`config.mk`:
```
export PLATFORM = sky130hd
export DESIGN_NAME = fla_ram
export DESIGN_NICKNAME = d
export VERILOG_FILES = /design/src/fla_ram.sv
export SDC_FILE = /design/constraint.sdc
export NUM_CORES = 1
export LEC_CHECK = 0
export BUFFER_PORTS_ARGS = -buffer_cell sky130_fd_sc_hd__buf_4
export CAP_MARGIN = 40
export CORE_MARGIN = 3
export CORE_UTILIZATION = 50
export CTS_CLUSTER_SIZE = 14
export DETAILED_ROUTE_END_ITERATION = 8
export PLACE_DENSITY = 0.67
export SYNTH_ARGS = -nofsm -noshare
export SYNTH_HDL_FRONTEND = slang
export SYNTH_SLANG_ARGS = --single-unit
```
`constraint.sdc`:
```
create_clock -name clk -period 3.2 [get_ports clk]
set_input_delay 0 -clock clk [delete_from_list [all_inputs] [get_ports clk]]
set_output_delay 0 -clock clk [all_outputs]
set_load 0.05 [all_outputs]
```
`src/fla_ram.sv`:
```
// ----------------------------------------------------------------------------
// fla_ram: generic simple dual port RAM
// One write port, one read port, read data registered.
// ----------------------------------------------------------------------------
`default_nettype none

module fla_ram #(
	parameter int WIDTH = 8,
	parameter int DEPTH = 16
) (
	input  wire logic                     clk,
	input  wire logic                     we,
	input  wire logic [$clog2(DEPTH)-1:0] waddr,
	input  wire logic [WIDTH-1:0]         wdata,
	input  wire logic [$clog2(DEPTH)-1:0] raddr,
	output logic      [WIDTH-1:0]         rdata
);

	logic [WIDTH-1:0] mem [DEPTH];

	always_ff @(posedge clk) begin
		if (we) begin
			mem[waddr] <= wdata;
		end
		rdata <= mem[raddr];
	end

endmodule

`default_nettype wire

```
Yosys cells after proc, flatten, opt, wreduce, memory -nomap -nowiden --
Memories as Yosys holds them, arrays and structs flattened. A register that Yosys moved wholly into a read port is not among the register bits. Index checks and enable logic that the tools add are counted.
Word-level totals: output and inout bits 8, register bits after elaboration 0, input bits 18, bits in writable memories 128, word-level logic and storage cells 3, memories 1
Operators by class: multiplexer cells 2
Memories:
- mem | words 16, width 8, rd ports 1, clocked after memory_dff 1, write ports 1, line 19 | logic [WIDTH-1:0] mem [DEPTH];
Operator list (number):
- 2-to-1 mux 1 bit | 2

Longest topological paths before layout --
Gate-level depths: netlist of the first run.
depth in word-level cells 2, gate-level depth with buffers 5, depth with buffers taken out 3

Worst setup path before layout of the first run --
Ideal clock, no wire load.
path kind input port to flip-flop, from in waddr[2], to mem mem[0][0] (enable), stages on the path 2, arrival 1.110 ns, library setup time 0.383 ns, slack 1.707 ns, path buffers 0, required time 2.817 ns, path through or3b_2 -> nor3_1
RTL lines:
- from (decl) | line 13 | input wire logic [$clog2(DEPTH)-1:0] waddr,
- to (decl) | line 19
Straight into the memory's write port.

Final worst setup path of the first run --
from in waddr[0], to mem mem[14][3] (enable)
Straight into the memory's write port.

==> results of run 1 <==
==> cells in the mapped netlist, drive strengths merged (2+ instances only) <==
library cell / number / share of area, %
a22oi: 16 / 2.3
buf: 7 / 1.1
clkdlybuf4s25: 3 / 0.58
dfxtp: 8 / 3.1
edfxtp: 128 / 75
mux4: 32 / 15
nand2: 9 / 0.66
nand2b: 2 / 0.24
nand3b: 2 / 0.29
nor2: 13 / 0.95
nor3: 4 / 0.39
==> worst min-delay path by stage <==
stage,cells after the start,end
6_report,3,mem[0][4]
5_1_grt,3,mem[0][4]
4_1_cts,3,mem[0][4]
3_5_place_dp,1,mem[1][4]
3_3_place_gp,1,mem[1][4]
2_1_floorplan,0,mem[0][0]
==> tightest hold or removal path, stage by stage <==
cell    delay (ps)
buf_4          130
nor3_1          60
buf_4          170
==> sequential cells by signal (all words and copies together) (netlist names) <==
signal	flops
mem	128
rdata	8
==> cells by family after synthesis <==
| logic type | Yosys count | share of synthesized area [%] |
|---|---|---|
| multiplexers | 32 | 15.0 |
| AND/OR/NAND/NOR | 35 | 3.18 |
| flip-flops | 136 | 77.8 |
| AO/OA/AOI/OAI | 16 | 2.33 |
| buffers and inverters | 10 | 1.68 |
==> power by group <==
group	internal, uW	leakage, uW	switching [uW]	total [uW]
Clock	1030	0.000258	743	1780
Sequential	1990	0.00122	13.1	2000
Combinational	93.4	0.000589	146	239
Total	3120	0.00207	902	4020
==> per-layer routing <==
| layer | wire length [um] | part of all wire [%] |
|---|---|---|
| met5 | 0 | 0 |
| met4 | 119 | 1.2 |
| met3 | 527 | 5.1 |
| met2 | 5040 | 49 |
| met1 | 4630 | 45 |
==> final cells by class <==
class	instances	area [um2]	area share, %
flip-flops and latches	136	4000	65.3
multi-input cells	83	1060	17.2
clock buffers	18	418	6.81
repair buffers	45	360	5.88
well taps	133	166	2.71
clock inverters	14	128	2.08
==> timing repair <==
action	4_1_cts	5_1_grt
buffers inserted	0	0
endpoints found under the hold margin	130	0
hold buffers	10	0
==> through the flow <==
| stage | cell area (um2) | hold slack (ps) |
|---|---|---|
| 2_1_floorplan | 5150 | 98.9 |
| 3_3_place_gp | 5440 | 313 |
| 3_5_place_dp | 5490 | 325 |
| 4_1_cts | 6130 | 3.71 |
| 5_1_grt | 6130 | 26.6 |
| 6_report | 6130 | 39.0 |
==> out/qor.yml, run 1 <==
cells_and_area:
  drive_above_1_share_pct: 28.7
  layout_common_cells: "128 x edfxtp_1, 34 x buf_4, 18 x mux4_2"
  layoutNonFillerInstCount: 429
  nets: 301
  syn_to_final_growth_pct: 19.2
  diodes: 0
  final_core_util_pct: 61.9
  mostFrequentLayoutCell: "edfxtp_1"
  fillCellCount: 694
logic_synthesis:
  synth_seq_cells: 136
  synth_ff_type: "edfxtp_1"
  postSynthCellCount: 229
  avgSynthCellArea_um2: 22.5
  syn_nets: 247
  ys_async_sr_fraction_pct: 0
  synth.distinct_cells: 19
  ys_warn_count: 0
  synth_edf_count: 128
  syn_area_um2: 5150
  seq_area_frac_synth_pct: 77.8
global_routing:
  grt_max_degree: 33
  track_usage_pct: 19.4
  use_met2_pct: 29.7
  grt_pass1_wl_um: 15700
  overflow: 0
  grt_pass1_vias: 2611
  antenna_found_initial: 0
  gr-usage-met1_pct: 28.1
  busiest_layer: "met2"
  grtUsageMet3_pct: 4.74
place:
  gp_congestion: 0.755
  dpl.hpwl_um: 6620
  dp_cells: 387
  dp_slack_ps: 1470
  io_buffers: 25
worst_setup_path:
  path_max_fanout: 7
  cpLargestDelayFamily: "buffers and inverters"
  cp_num_cells: 5
  crit_top_cell: "buf_4"
  cp_cell_sequence: "dlygate4sd3_1 -> buf_4 -> nand2b_1 -> nor2_1 -> buf_4"
  crit_start: "waddr[0]"
  worstReg2RegEnd: "rdata[5]"
  rr_startpoint: "mem[1][5]"
  slowest_delay_ps: 530
  crit_path_end_kind: "flip-flop"
  reg2reg_slack_ps: 1800
  crit_required_ps: 3410
  cp_slowest_cell: "dlygate4sd3_1"
  setup.worst_path.class: "in2reg"
  cp_num_buf_inv: 3
  crit_end: "mem[14][3]"
  r2r.worst_path.cells: 3
  worst_setup_path_start_kind: "input port"
  cp.arrival_ps: 1650
sta:
  finClkSkew_ps: 7.06
  slew_violations: 0
  hold_viol: 0
  max_freq_mhz: 698
  finalSetupTns_ps: 0
  relSlewSlack_pct: 40.3
  setup_viol: 0
  rsz0062_at_grt: "no"
  fin_ws_ps: 1770
  final.period_utilization_pct: 44.8
  tightest_slew_ps: 892
  fin_crit_ps: 1430
power_and_ir_drop:
  leakage_uw: 0.00207
  total_power_uw: 4020
  vdd_ir_drop_max_v: 0.000567
  powerDensity_nw_per_um2: 655
clock_tree:
  clk_pin_slew_ps: 60
  clockRootBuffer: "clkbuf_8"
  clockBufferDepth: 2
  ctsResizeCount: 0
  cts_buffers: 17
  clock_latency_ps: 510
  cts_tree: "done"
  htree_levels: 4
  cts_sinks: 136
floorplanning:
  die_h_um: 107
  dieArea_um2: 11500
  core_um2: 9910
  fp-row-count: 36
  dieWidth_um: 107
  start_util_pct: 51.9
  ioPinCount: 26
route:
  drc: 0
  antenna_left: 0
  via_per_inst: 5.82
  first_pass_iters: 5
  drt-initial-drc-count: 195
  wl_per_cell_um: 24.0
  vias: 2498
  wirelength_um: 10300
flow_run:
  maxCapViolations: 0
hold_path:
  hold_start: "waddr[1]"
  hp-class: "in2reg"
outcome:
  status: "completed"
(Power assumes the default switching activity.)
==> inputs of run 2 (changes only) <==
==> constraint.sdc (replaced) <==
create_clock -name clk -period 1.4 [get_ports clk]
set_input_delay 0 -clock clk [delete_from_list [all_inputs] [get_ports clk]]
set_output_delay 0 -clock clk [all_outputs]
set_load 0.05 [all_outputs]
==> run 2 against run 1 <==
Against the previous run:
- count of clock-buffer cells in the layout grew 5
- sequential power grew 130%
- clock power increased by 150%
- critical path type is now reg2reg
- largest cell class unchanged
==> out/qor.yml, run 2 (synthesis gave the netlist of run 1 again) <==
sta:
  max_freq_mhz: 735
  finalSetupTns_ps: 0  # unchanged
  whs_ps: 77.0  # was 39.0 ps
  setup_viol: 0  # unchanged
  hold_viol: 0  # unchanged
  fin_crit_ps: 1360
  finClkSkew_ps: 10.5  # was 7.06 ps
  slew_violations: 0  # unchanged
  relSlewSlack_pct: 73.9  # was 40.3%
  final.period_utilization_pct: 97.2
  rsz0062_at_grt: "no"  # unchanged
  tightest_slew_ps: 392  # was 892 ps
cells_and_area:
  nets: 319  # was 301
  fillCellCount: 678  # was 694
  reg.largest.list: "mem: 128 flops, rdata: 8 flops"  # unchanged
  largest_register_ffs: 128  # unchanged
  mostFrequentLayoutCell: "edfxtp_1"  # unchanged
  regMostFlops: "mem"  # unchanged
  syn_to_final_growth_pct: 24.0  # was 19.2%
  diodes: 0  # unchanged
  drive_above_1_share_pct: 32.6  # was 28.7%
  layout_common_cells: "128 x edfxtp_1, 49 x buf_4, 18 x mux4_2"  # was 128 x edfxtp_1, 34 x buf_4, 18 x mux4_2
  final_core_util_pct: 64.4  # was 61.9%
  stdcell_area_um2: 6380  # was 6130 um2
place:
  dpl.hpwl_um: 6270  # was 6620 um
  gp_congestion: 0.735  # was 0.755
  place_area_um2: 5680  # was 5490 um2
  io_buffers: 25  # unchanged
power_and_ir_drop:
  seqPwrFrac_pct: 47.9  # was 49.9%
  p_clk_share_pct: 45.9  # was 44.2%
  powerDensity_nw_per_um2: 1500  # was 655 nW/um2
  p_sw_share_pct: 19.6  # was 22.4%
  total_power_uw: 9560  # was 4020 uW
  leakage_uw: 0.00221  # was 0.00207 uW
  power.switching_uw: 1880  # was 902 uW
  vdd_ir_drop_max_v: 0.000825  # was 0.000567 V
  pwr-share-comb_pct: 6.1  # was 6.0%
  p_int_uw: 7680  # was 3120 uW
global_routing:
  overflow: 0  # unchanged
  antenna_found_initial: 0  # unchanged
  grt_max_degree: 20  # was 33
  track_usage_pct: 18.6  # was 19.4%
  grt_pass1_wl_um: 15100  # was 15700 um
  grt_pass1_vias: 2609  # was 2611
floorplanning:
  dieArea_um2: 11500  # unchanged
  core_um2: 9910  # unchanged
  ioPinCount: 26  # unchanged
  start_util_pct: 51.9  # unchanged
  fp-row-count: 36  # unchanged
  die_h_um: 107  # unchanged
  dieWidth_um: 107  # unchanged
clock_tree:
  clock_latency_ps: 500  # was 510 ps
  cts_buffers: 17  # unchanged
  clockBufferDepth: 2  # unchanged
  cts_sinks: 136  # unchanged
  htree_levels: 4  # unchanged
  cts_tree: "done"  # unchanged
  post-cts-setup-buffers: 0  # unchanged
  clockRootBuffer: "clkbuf_8"  # unchanged
  clk_pin_slew_ps: 60  # about the same
worst_setup_path:
  crit_start: "mem[1][5]"  # was waddr[0]
  worst_setup_path_start_kind: "flip-flop"  # was input port
  crit_path_end_kind: "flip-flop"  # unchanged
  crit_required_ps: 1790  # was 3410 ps
  setup.worst_path.class: "reg2reg"  # was in2reg
  path_max_fanout: 1  # was 7
  cp.arrival_ps: 1750  # was 1650 ps
  rr_startpoint: "mem[1][5]"  # unchanged
route:
  first_pass_iters: 4  # was 5
  vias: 2489  # was 2498
  antenna_left: 0  # unchanged
  drc: 0  # unchanged
  wl_per_cell_um: 21.5  # was 24.0 um
  via_per_inst: 5.58  # was 5.82
  drt-initial-drc-count: 136  # was 195
  wirelength_um: 9580  # was 10300 um
flow_run:
  maxCapViolations: 0  # unchanged
hold_path:
  hold_start: "raddr[3]"  # was waddr[1]
  hp-class: "in2reg"  # unchanged
outcome:
  status: "completed"  # unchanged
[run 2: cell count changes in the layout (fill, tap and decap cells not counted), moves of 2 or more]
cell / delta
clkinv_4: -4
buf_12: +4
buf_4: +15
clkinvlp_4: -2
clkbuf_8: +4
inv_6: -2
bufinv_16: +2
[run 2: path summary, 6_finish.rpt]
check                           slack, ps  depth (start not counted)  endpoint
worst min-delay path                   80                          5  rdata[4]
worst max-delay path                   40                          3  rdata[5]
worst min register to register        680                          3  rdata[6]
worst max register to register         40                          3  rdata[5]
[run 2: area by class of cell]
type	count	area, um2	area share [%]
clock buffers	23	477	7.47
clock inverters	8	119	1.86
multi-input cells	83	1070	16.7
flip-flops and latches	136	4000	62.7
repair buffers	63	548	8.59
well taps	133	166	2.61
[run 2: metal layers]
metal  GRT usage (%)  routed length (um)  vias up
li1                -                   -     1119
met1            25.7                4130     1280
met2            29.3                4820       84
met3            5.04                 558        6
met4            5.68                  65        0
met5               0                   0        -
[run 2: worst max-delay path, stage by stage, from the launching register on]
cell,delay [ps]
edfxtp_1,360
mux4_1,510
a22oi_1,280
nand2_1,90
[run 2: repair_timing]
| item | CTS | global route |
|---|---|---|
| gates resized for setup | 0 | 1 |
| hold buffers | 10 | 0 |
| endpoints found under the setup margin | 0 | 1 |
| endpoints found under the hold margin | 143 | 0 |
[run 2: per-stage QoR]
step / std cells / worst slack, ps
floorplan: 229 / 134
global placement: 405 / 36.7
detailed placement: 405 / 30.6
CTS: 446 / 30.8
global route: 446 / 6.98
finish: 446 / 38.7
[run 2: power by group through the flow]
| stage | sequential, uW | combinational (uW) | clock (uW) |
|---|---|---|---|
| 6_report | 4580 | 586 | 4390 |
| 5_1_grt | 4590 | 630 | 4630 |
| 4_1_cts | 4580 | 593 | 4460 |
| 3_5_place_dp | 4670 | 568 | 0 |
| 3_3_place_gp | 4660 | 557 | 0 |
| 2_1_floorplan | 4750 | 231 | 0 |
==> inputs of run 3 (changes only) <==
==> constraint.sdc (replaced) <==
create_clock -name clk -period 1.26 [get_ports clk]
set_input_delay 0 -clock clk [delete_from_list [all_inputs] [get_ports clk]]
set_output_delay 0 -clock clk [all_outputs]
set_load 0.05 [all_outputs]
==> run 3 against run 2 <==
Against the previous run:
- worst setup slack worse by 37 ps
- clock skew down 1.3 ps
- register-to-register slack got worse by 40 ps
- global-route usage grew 0.13 points
- count of clock-buffer cells in the layout decreased by 6
- combinational power up 14%
- worst hold slack worse by 32 ps
- wire length grew 2.5%
- die area is the same
- sequential share of layout area about the same
- via count fell by 0.20%
- critical path type unchanged
- largest power group unchanged
==> out/qor.yml, run 3 (synthesis gave the netlist of run 1 again) <==
cells_and_area:
  drive_above_1_share_pct: 38.4  # was 32.6%
  layout_common_cells: "128 x edfxtp_1, 45 x buf_4, 27 x mux4_2"  # was 128 x edfxtp_1, 49 x buf_4, 18 x mux4_2
  reg.largest.list: "mem: 128 flops, rdata: 8 flops"  # unchanged
  mostFrequentLayoutCell: "edfxtp_1"  # unchanged
  regMostFlops: "mem"  # unchanged
  largest_register_ffs: 128  # unchanged
  diodes: 0  # unchanged
  fillCellCount: 674  # was 678
  nets: 315  # was 319
  layoutNonFillerInstCount: 443  # was 446
  syn_to_final_growth_pct: 23.9  # was 24.0%
  final_core_util_pct: 64.4  # about the same
floorplanning:
  dieArea_um2: 11500  # unchanged
  dieWidth_um: 107  # unchanged
  fp-row-count: 36  # unchanged
  start_util_pct: 51.9  # unchanged
  core_um2: 9910  # unchanged
  die_h_um: 107  # unchanged
  ioPinCount: 26  # unchanged
power_and_ir_drop:
  powerDensity_nw_per_um2: 1700  # was 1500 nW/um2
  total_power_uw: 10800  # was 9560 uW
  leakage_uw: 0.00216  # was 0.00221 uW
  vdd_ir_drop_max_v: 0.000866  # was 0.000825 V
worst_setup_path:
  cp.arrival_ps: 1660  # was 1750 ps
  crit_required_ps: 1660  # was 1790 ps
  setup.worst_path.class: "reg2reg"  # unchanged
  worst_setup_path_start_kind: "flip-flop"  # unchanged
  crit_path_end_kind: "flip-flop"  # unchanged
  path_max_fanout: 1  # unchanged
flow_run:
  maxCapViolations: 0  # unchanged
clock_tree:
  clockRootBuffer: "clkbuf_8"  # unchanged
  clockBufferDepth: 2  # unchanged
  clk_pin_slew_ps: 60  # about the same
  cts_tree: "done"  # unchanged
  cts_sinks: 136  # unchanged
  cts_buffers: 17  # unchanged
  clock_latency_ps: 510  # was 500 ps
  post-cts-setup-buffers: 0  # unchanged
  htree_levels: 4  # unchanged
place:
  dpl.hpwl_um: 6220  # was 6270 um
  gp_congestion: 0.734  # was 0.735
  dp_cells: 401  # was 405
  io_buffers: 25  # unchanged
global_routing:
  antenna_found_initial: 0  # unchanged
  grt_pass1_vias: 2600  # was 2609
  grt_pass1_wl_um: 15400  # was 15100 um
  overflow: 0  # unchanged
  track_usage_pct: 18.7  # was 18.6%
  grt_max_degree: 24  # was 20
outcome:
  status: "completed"  # unchanged
sta:
  final.period_utilization_pct: 99.9  # was 97.2%
  rsz0062_at_grt: "yes"  # was no
  hold_viol: 0  # unchanged
  fin_crit_ps: 1260  # was 1360 ps
  whs_ps: 45.0  # was 77.0 ps
  slew_violations: 0  # unchanged
  max_freq_mhz: 795  # was 735 MHz
  tightest_slew_ps: 851  # was 392 ps
  finalSetupTns_ps: 0  # unchanged
  setup_viol: 0  # unchanged
  finClkSkew_ps: 9.16  # was 10.5 ps
  relSlewSlack_pct: 43.1  # was 73.9%
hold_path:
  hp-class: "in2reg"  # unchanged
route:
  first_pass_iters: 4  # unchanged
  via_per_inst: 5.61  # was 5.58
  antenna_left: 0  # unchanged
  drc: 0  # unchanged
  vias: 2484  # was 2489
  wirelength_um: 9810  # was 9580 um
  wl_per_cell_um: 22.1  # was 21.5 um
  drt-initial-drc-count: 161  # was 136
-- run 3: changes by cell type in the layout (fill, tap and decap cells not counted), sizes merged --
cell and change:
bufinv +1, inv +1, clkinvlp +1, clkbuf -6
buf -4, clkinv +4
-- run 3: final cells by class --
type,instances,area [um2],share of cell area [%]
tap,133,166,2.61
sequential,136,4000,62.8
multi-input combinational,83,1070,16.8
clock buffer,17,414,6.49
timing repair buffer,59,518,8.12
clock inverter,15,201,3.16
-- run 3: power breakdown --
group	internal [uW]	total [uW]	switching, uW
combinational	286	669	383
sequential	5060	5090	31.2
clock	3220	5060	1840
total	8560	10800	2260
-- run 3: layer usage --
metal / GRT usage, % / share of wire, %
met3: 4.74 / 4.0
met1: 26.5 / 45
met4: 5.14 / 0.84
met2: 29.4 / 50
met5: 0 / 0
-- run 3: through the flow --
step                      instance area (um2)  worst slack (ps)
final                                    6380              1.53
after global routing                     6380             -54.7
after global placement                   5650              -148
after floorplan                          5150             -6.15
after detailed placement                 5650              -140
after CTS                                6370             -27.2
-- run 3: timing repair --
item / CTS / global route
hold buffers: 10 / 0
endpoints found under the hold margin: 136 / 0
pin swaps: 7 / 5
resized for setup: 14 / 4
endpoints found under the setup margin: 8 / 8
-- run 3: worst max-delay path, cell delays in order, from the launching register on --
cell and delay, ps:
edfxtp_1 360, mux4_1 520, a22oi_1 200, nand2_1 80
-- run 3: final timing paths --
kind	cells past startpoint	to	from	slack, ps
setup reg to reg	3	rdata[1]	mem[4][1]	2
hold / removal	5	rdata[4]	raddr[1]	40
setup / recovery	3	rdata[1]	mem[4][1]	2
hold reg to reg	3	rdata[1]	mem[15][1]	670
